$ cat config.mk
export PLATFORM = sky130hd
export DESIGN_NAME = circular_deque
export DESIGN_NICKNAME = d
export VERILOG_FILES = /design/src/cdq_pkg.sv /design/src/cdq_cell.sv /design/src/circular_deque.sv
export SDC_FILE = /design/constraint.sdc
export NUM_CORES = 1
export LEC_CHECK = 0
export BUFFER_PORTS_ARGS = -buffer_cell sky130_fd_sc_hd__buf_2
export CAP_MARGIN = 10
export CORE_ASPECT_RATIO = 1.75
export CORE_MARGIN = 1
export CORE_UTILIZATION = 43
export DETAILED_ROUTE_END_ITERATION = 12
export HOLD_SLACK_MARGIN = 0.06
export PLACE_DENSITY_LB_ADDON = 0.05
export REMOVE_ABC_BUFFERS = 1
export SLEW_MARGIN = 20
export SYNTH_ARGS = -nofsm -noshare
export SYNTH_HDL_FRONTEND = slang
export SYNTH_HIERARCHICAL = 1
export SYNTH_SLANG_ARGS = --single-unit
$ cat constraint.sdc
create_clock -name clk -period 5.5 [get_ports clk]
set_input_delay 0.55 -clock clk [delete_from_list [all_inputs] [get_ports clk]]
set_output_delay 0.55 -clock clk [all_outputs]
set_load 0.02 [all_outputs]
$ cat src/cdq_pkg.sv
// ============================================================================
// cdq_pkg
// Shared types and constants for the circular deque: request and status
// codes, the cell command set and the sequencer states.
// ============================================================================
package cdq_pkg;

    localparam int DEPTH_DEFAULT = 8;
    localparam int WORD_W        = 32;
    localparam int MODE_W        = 2;
    localparam int STATUS_W      = 2;
    localparam int S_TDATA_W     = 32;
    localparam int M_TDATA_W     = 72;

    typedef logic signed [WORD_W-1:0] word_t;

    typedef enum logic [MODE_W-1:0] {
        MODE_PUSH_FRONT = 2'd0,
        MODE_PUSH_BACK  = 2'd1,
        MODE_POP_FRONT  = 2'd2,
        MODE_POP_BACK   = 2'd3
    } mode_t;

    typedef enum logic [STATUS_W-1:0] {
        STAT_DONE  = 2'd0,
        STAT_FULL  = 2'd1,
        STAT_EMPTY = 2'd2
    } status_t;

    typedef enum logic [2:0] {
        CELL_HOLD       = 3'd0,
        CELL_PUSH_FRONT = 3'd1,
        CELL_PUSH_BACK  = 3'd2,
        CELL_POP_FRONT  = 3'd3,
        CELL_POP_BACK   = 3'd4
    } cell_op_t;

    typedef struct packed {
        cell_op_t op;
        word_t    data;
    } cell_ctrl_t;

    typedef enum logic {
        S_IDLE = 1'b0,
        S_WAIT = 1'b1
    } seq_state_t;

endpackage

$ cat src/cdq_cell.sv
// ============================================================================
// cdq_cell
// One storage cell of the deque chain. It holds one word with its valid bit
// and one stage of the return lane that carries a word popped from the back
// toward the front of the chain.
// ============================================================================
module cdq_cell (
    input  logic               clk,
    input  logic               rst_n,
    input  cdq_pkg::cell_ctrl_t ctrl,
    input  logic               left_vld,
    input  cdq_pkg::word_t     left_dat,
    input  logic               right_vld,
    input  cdq_pkg::word_t     right_dat,
    input  logic               right_rv,
    input  cdq_pkg::word_t     right_rd,
    output logic               vld,
    output cdq_pkg::word_t     dat,
    output logic               rv,
    output cdq_pkg::word_t     rd
);

    logic           vld_reg;
    logic           vld_next;
    cdq_pkg::word_t dat_reg;
    cdq_pkg::word_t dat_next;
    logic           rv_reg;
    logic           rv_next;
    cdq_pkg::word_t rd_reg;
    cdq_pkg::word_t rd_next;
    logic           is_last;
    logic           is_slot;

    assign is_last = vld_reg && !right_vld;
    assign is_slot = !vld_reg && left_vld;

    always_comb
    begin
        vld_next = vld_reg;
        dat_next = dat_reg;
        rv_next  = right_rv;
        rd_next  = right_rd;
        unique case (ctrl.op)
            cdq_pkg::CELL_PUSH_FRONT:
            begin
                vld_next = left_vld;
                dat_next = left_dat;
            end
            cdq_pkg::CELL_PUSH_BACK:
            begin
                if (is_slot)
                begin
                    vld_next = 1'b1;
                    dat_next = ctrl.data;
                end
            end
            cdq_pkg::CELL_POP_FRONT:
            begin
                vld_next = right_vld;
                dat_next = right_dat;
            end
            cdq_pkg::CELL_POP_BACK:
            begin
                if (is_last)
                begin
                    vld_next = 1'b0;
                    rv_next  = 1'b1;
                    rd_next  = dat_reg;
                end
            end
            default:
            begin
                vld_next = vld_reg;
            end
        endcase
    end

    always_ff @(posedge clk or negedge rst_n)
    begin
        if (!rst_n)
        begin
            vld_reg <= 1'b0;
            rv_reg  <= 1'b0;
        end
        else
        begin
            vld_reg <= vld_next;
            rv_reg  <= rv_next;
        end
    end

    always_ff @(posedge clk)
    begin
        dat_reg <= dat_next;
        rd_reg  <= rd_next;
    end

    assign vld = vld_reg;
    assign dat = dat_reg;
    assign rv  = rv_reg;
    assign rd  = rd_reg;

endmodule

$ cat src/circular_deque.sv
// ============================================================================
// circular_deque
// Double-ended queue of DEPTH signed words built as a chain of cells.
// ============================================================================
// The deque lives in a row of DEPTH cells with the front word always in the
// first cell, so the front value, the empty flag and the full flag come from
// fixed places. Each request word is answered by one result word, and no new
// request is accepted until the result of the last one has been registered.
// A pop from the back waits until the popped word reaches the front of the
// chain, travelling one cell per cycle along the return lane. A stalled
// result port holds off the next acceptance.
module circular_deque #(
    parameter int DEPTH = cdq_pkg::DEPTH_DEFAULT
) (
    input  logic                          clk,
    input  logic                          rst_n,
    input  logic                          s_tvalid,
    output logic                          s_tready,
    // [31:0] data_in
    input  logic [cdq_pkg::S_TDATA_W-1:0] s_tdata,
    // [1:0] mode
    input  logic [cdq_pkg::MODE_W-1:0]    s_tuser,
    output logic                          m_tvalid,
    input  logic                          m_tready,
    // [31:0] data_out, [63:32] front_value, [64] is_empty, [65] is_full, rest zero
    output logic [cdq_pkg::M_TDATA_W-1:0] m_tdata,
    // [1:0] status
    output logic [cdq_pkg::STATUS_W-1:0]  m_tuser
);

    cdq_pkg::seq_state_t state_reg;
    cdq_pkg::seq_state_t state_next;
    logic                pend_reg;
    logic                pend_next;
    cdq_pkg::word_t      pdata_reg;
    cdq_pkg::word_t      pdata_next;
    cdq_pkg::status_t    stat_reg;
    cdq_pkg::status_t    stat_next;
    logic                m_tvalid_reg;
    logic                m_tvalid_next;
    cdq_pkg::word_t      dout_reg;
    cdq_pkg::word_t      dout_next;
    cdq_pkg::word_t      front_reg;
    cdq_pkg::word_t      front_next;
    logic                empty_reg;
    logic                empty_next;
    logic                full_reg;
    logic                full_next;
    cdq_pkg::status_t    ostat_reg;
    cdq_pkg::status_t    ostat_next;

    cdq_pkg::cell_ctrl_t ctrl;
    cdq_pkg::mode_t      mode;
    logic                out_free;
    logic                dq_empty;
    logic                dq_full;

    logic [DEPTH-1:0]    vld;
    logic [DEPTH-1:0]    rv;
    cdq_pkg::word_t      dat [DEPTH];
    cdq_pkg::word_t      rd  [DEPTH];

    assign mode     = cdq_pkg::mode_t'(s_tuser);
    assign out_free = !m_tvalid_reg || m_tready;
    assign dq_empty = !vld[0];
    assign dq_full  = vld[DEPTH-1];

    for (genvar i = 0; i < DEPTH; i++)
    begin : g_cell
        logic           l_vld;
        cdq_pkg::word_t l_dat;
        logic           r_vld;
        cdq_pkg::word_t r_dat;
        logic           r_rv;
        cdq_pkg::word_t r_rd;

        if (i == 0)
        begin : g_first
            assign l_vld = 1'b1;
            assign l_dat = ctrl.data;
        end
        else
        begin : g_inner_l
            assign l_vld = vld[i-1];
            assign l_dat = dat[i-1];
        end

        if (i == DEPTH - 1)
        begin : g_last
            assign r_vld = 1'b0;
            assign r_dat = '0;
            assign r_rv  = 1'b0;
            assign r_rd  = '0;
        end
        else
        begin : g_inner_r
            assign r_vld = vld[i+1];
            assign r_dat = dat[i+1];
            assign r_rv  = rv[i+1];
            assign r_rd  = rd[i+1];
        end

        cdq_cell u_cell (
            .clk       (clk),
            .rst_n     (rst_n),
            .ctrl      (ctrl),
            .left_vld  (l_vld),
            .left_dat  (l_dat),
            .right_vld (r_vld),
            .right_dat (r_dat),
            .right_rv  (r_rv),
            .right_rd  (r_rd),
            .vld       (vld[i]),
            .dat       (dat[i]),
            .rv        (rv[i]),
            .rd        (rd[i])
        );
    end

    always_comb
    begin
        state_next    = state_reg;
        pend_next     = pend_reg;
        pdata_next    = pdata_reg;
        stat_next     = stat_reg;
        m_tvalid_next = m_tvalid_reg && !m_tready;
        dout_next     = dout_reg;
        front_next    = front_reg;
        empty_next    = empty_reg;
        full_next     = full_reg;
        ostat_next    = ostat_reg;
        ctrl.op       = cdq_pkg::CELL_HOLD;
        ctrl.data     = cdq_pkg::word_t'(s_tdata[cdq_pkg::WORD_W-1:0]);
        s_tready      = 1'b0;

        unique case (state_reg)
            cdq_pkg::S_IDLE:
            begin
                s_tready = 1'b1;
                if (s_tvalid)
                begin
                    state_next = cdq_pkg::S_WAIT;
                    pend_next  = 1'b0;
                    pdata_next = '0;
                    stat_next  = cdq_pkg::STAT_DONE;
                    unique case (mode)
                        cdq_pkg::MODE_PUSH_FRONT, cdq_pkg::MODE_PUSH_BACK:
                        begin
                            if (dq_full)
                                stat_next = cdq_pkg::STAT_FULL;
                            else if (mode == cdq_pkg::MODE_PUSH_FRONT)
                                ctrl.op = cdq_pkg::CELL_PUSH_FRONT;
                            else
                                ctrl.op = cdq_pkg::CELL_PUSH_BACK;
                        end
                        cdq_pkg::MODE_POP_FRONT:
                        begin
                            if (dq_empty)
                                stat_next = cdq_pkg::STAT_EMPTY;
                            else
                            begin
                                ctrl.op    = cdq_pkg::CELL_POP_FRONT;
                                pdata_next = dat[0];
                            end
                        end
                        cdq_pkg::MODE_POP_BACK:
                        begin
                            if (dq_empty)
                                stat_next = cdq_pkg::STAT_EMPTY;
                            else
                            begin
                                ctrl.op   = cdq_pkg::CELL_POP_BACK;
                                pend_next = 1'b1;
                            end
                        end
                        default:
                        begin
                            stat_next = cdq_pkg::STAT_DONE;
                        end
                    endcase
                end
            end
            cdq_pkg::S_WAIT:
            begin
                if (pend_reg)
                begin
                    if (rv[0])
                    begin
                        pend_next  = 1'b0;
                        pdata_next = rd[0];
                    end
                end
                else if (out_free)
                begin
                    state_next    = cdq_pkg::S_IDLE;
                    m_tvalid_next = 1'b1;
                    dout_next     = pdata_reg;
                    front_next    = vld[0] ? dat[0] : '0;
                    empty_next    = !vld[0];
                    full_next     = vld[DEPTH-1];
                    ostat_next    = stat_reg;
                end
            end
            default:
            begin
                state_next = cdq_pkg::S_IDLE;
            end
        endcase
    end

    always_ff @(posedge clk or negedge rst_n)
    begin
        if (!rst_n)
        begin
            state_reg    <= cdq_pkg::S_IDLE;
            pend_reg     <= 1'b0;
            m_tvalid_reg <= 1'b0;
        end
        else
        begin
            state_reg    <= state_next;
            pend_reg     <= pend_next;
            m_tvalid_reg <= m_tvalid_next;
        end
    end

    always_ff @(posedge clk)
    begin
        pdata_reg <= pdata_next;
        stat_reg  <= stat_next;
        dout_reg  <= dout_next;
        front_reg <= front_next;
        empty_reg <= empty_next;
        full_reg  <= full_next;
        ostat_reg <= ostat_next;
    end

    assign m_tvalid = m_tvalid_reg;
    assign m_tuser  = ostat_reg;
    assign m_tdata  = {{(cdq_pkg::M_TDATA_W - 2 * cdq_pkg::WORD_W - 2){1'b0}},
                       full_reg, empty_reg, front_reg, dout_reg};

    // The occupied cells always form an unbroken run from the front.
    a_contiguous: assert property (@(posedge clk) disable iff (!rst_n)
        ((vld + DEPTH'(1)) & vld) == '0)
        else $error("occupied cells are not contiguous from the front");

    // A word on the return lane reaches the front only while a back pop waits for it.
    a_ret_pending: assert property (@(posedge clk) disable iff (!rst_n)
        rv[0] |-> (state_reg == cdq_pkg::S_WAIT) && pend_reg)
        else $error("return lane delivered a word with no back pop pending");

    // At most one word travels on the return lane.
    a_ret_single: assert property (@(posedge clk) disable iff (!rst_n)
        $onehot0(rv))
        else $error("more than one word on the return lane");

    // A full deque is never reported empty.
    a_full_not_empty: assert property (@(posedge clk) disable iff (!rst_n)
        (m_tvalid_reg && full_reg) |-> !empty_reg)
        else $error("result reports full and empty together");

    // A failed request pops nothing.
    a_fail_no_data: assert property (@(posedge clk) disable iff (!rst_n)
        (m_tvalid_reg && (ostat_reg != cdq_pkg::STAT_DONE)) |-> (dout_reg == '0))
        else $error("rejected request returned data");

endmodule
==> results_dict.tcl <==
set metrics [dict create \
    status "complete, no violations" \
    tns_ns 0 \
    synth_most_common_cell "edfxtp_1" \
    min_period_ns 3.93 \
    worstSetupStartpointType "register" \
    crit_required_ns 5.82 \
    critPathCaptureType "register" \
    fp.dieW_um 191 \
    slew_headroom_pct 34.9 \
    synth_area_leaders "edfxtp_1, dfxtp_1, mux2i_1" \
    vias_per_cell 5.24 \
    rsz0062_at_grt "no" \
    drt_iter0_drc 984 \
    synth_seq_cells 633 \
    slew_violations 0 \
    start_util_pct 43.7 \
    crit_fanout 76 \
    synth_seq_area_share_pct 60.9 \
    placed_cells 2856 \
    grt_max_degree 77 \
    nFillCells 5435 \
    vias 15541 \
    clock_path_buffers 3 \
    gp_congestion 0.740 \
    antenna_cells 0 \
    hp-class "input port to register" \
    worst_pin_slew_ns 0.976 \
    synthToLayoutAreaGrowth_pct 12.7 \
    clk_pin_slew_ns 0.07 \
    synth-edff-count 358 \
    maxCapViolCount 0 \
    async_flop_share_pct 3.00 \
    regArea_um2 16400 \
    port_buffers 107 \
    synth.distinct_cells 37 \
    hpwl_mm 38.2 \
    cts_buffers 58 \
    multiInputGateArea_um2 10000 \
    clock_tree.root_cell "clkbuf_16" \
    grt_overflow 0 \
    nets 2162 \
    syn_area_per_cell_um2 13.6 \
    r2r_slack_ns 1.57 \
    fin_crit_sh_pct 71.5 \
    p_leak_uw 0.0114 \
    grt_pass1_wl_mm 101 \
    ys_warn_count 6 \
    yosys.area.top_type "edfxtp_1" \
    fp.coreArea_um2 61400 \
    die_height_um 333 \
    setup_violations 0 \
    ir_worst_vdd_uv 375 \
    ant_nets 0 \
    htreeDepth 2 \
    insertion_delay_ns 0.62 \
    synth_top_cell_area_share_pct 40.0 \
    crit_type "register to register" \
    cts_sinks 633 \
    yosys-top-cells-count "edfxtp_1, nand2_1, mux2i_1, dfxtp_1, o21ai_0" \
    avgRoutedWirePerCell_um 22.6 \
    drive_gt1_share_pct 21.3 \
    drc 0 \
    p_per_area_nw_per_um2 440 \
    synthesis.area_um2 26900 \
    drt-total-wl_mm 67.0 \
    cts_tree "yes" \
    use_met2_pct 40.6 \
    grt-busiest-layer "met2" \
    final_cells 2965 \
    netlist_instances 1973 \
    antenna_found_initial 2 \
    hold_violations 0 \
    ios 114 \
    rows 120 \
    die_area_um2 63500 \
    grt_util_met1_pct 25.1 \
    ys.flop_type "edfxtp_1" \
    skew_ns 0.0166 \
    fmax_ghz 0.254 \
    use_met3_pct 2.33 \
    grt_util_all_layers_pct 21.4 \
    first_pass_iters 5 \
    critPathArrivalTime_ns 4.25 \
    grt_pass1_vias 16160 \
]
## what timing repair did
action,CTS,global route
gates resized for setup,0,0
endpoints found under the hold margin,19,0
endpoints found under the setup margin,0,0
hold buffers,1,0
setup buffers,0,0
## critical path, cell delays in order, from the launching register on
cell and delay, ns:
dfrtp_1 0.98, buf_4 0.45, nor2b_2 0.10, nor4_4 0.30, buf_12 0.45, buf_4 0.77
mux2i_1 0.25, o21ai_0 0.12
## final cells by class
class / count / area share, %
inverters: 12 / 0.149
well taps: 793 / 3.28
repair buffers: 146 / 3.08
clock inverters: 28 / 0.922
multi-input cells: 1273 / 33.2
flip-flops and latches: 633 / 54.0
clock buffers: 80 / 5.34
## layer usage
metal / vias to the layer above / wire length [um] / share of wire, %
li1: 7407 / - / -
met5: - / 0 / 0
met3: 94 / 2270 / 3.4
met4: 0 / 1420 / 2.1
met1: 7738 / 26700 / 40
met2: 302 / 36600 / 55
## cells by family (layout without fill, tap and decap cells)
kind of cell,count (synthesis),after routing,share of synthesized area [%]
buffers and inverters,142,266,3.25
AO/OA/AOI/OAI,323,323,6.78
flip-flops,633,633,60.9
multiplexers,521,521,22.9
other,2,77,0.0280
AND/OR/NAND/NOR,352,352,6.20
## through the flow
stage                     instance area [um2]  utilization (%)  hold WS, ns  total power (uW)  setup slack [ns]
after floorplan                         26300                -        0.254              8760            -24.47
after global placement                  28400             46.2        0.403              9310              1.60
after detailed placement                28400             46.2        0.405              9380              1.54
after CTS                               30300             49.3        0.194             13500              1.53
after global routing                    30300             49.3        0.232             13900              1.38
final                                   30300             49.3        0.231             13300              1.57
## placed cells by master (no fill, tap or decap), types with 9 or more instances in the layout
master and n:
a22o_1 32, a31oi_1 9, and2_1 32, buf_2 107
buf_4 30, clkbuf_1 15, clkbuf_16 59, clkinv_2 11
conb_1 77, dfrtp_1 18, dfxtp_1 256, edfxtp_1 358
inv_1 9, mux2_1 72, mux2_2 25, mux2_4 160
mux2i_1 264, nand2_1 265, nor2_4 9, nor4_4 9
o21ai_0 256
## path summary, 6_finish.rpt
check / startpoint / depth (start not counted) / endpoint
max reg2reg: g_cell[0].u_cell/vld / 7 / g_cell[7].u_cell/dat[20]
min: s_tvalid / 3 / state_reg
max: g_cell[0].u_cell/vld / 7 / g_cell[7].u_cell/dat[20]
max in group asynchronous: rst_n / 2 / state_reg
min in group asynchronous: rst_n / 2 / g_cell[3].u_cell/vld
min reg2reg: pdata_reg[27] / 0 / dout_reg[27]
## report_power, final
part	internal, uW	leakage [uW]	switching, uW
clock network	2290	0.000919	1810
registers	6100	0.00569	445
logic	978	0.00474	1700
No activity file was read; power rests on OpenSTA's default activity.
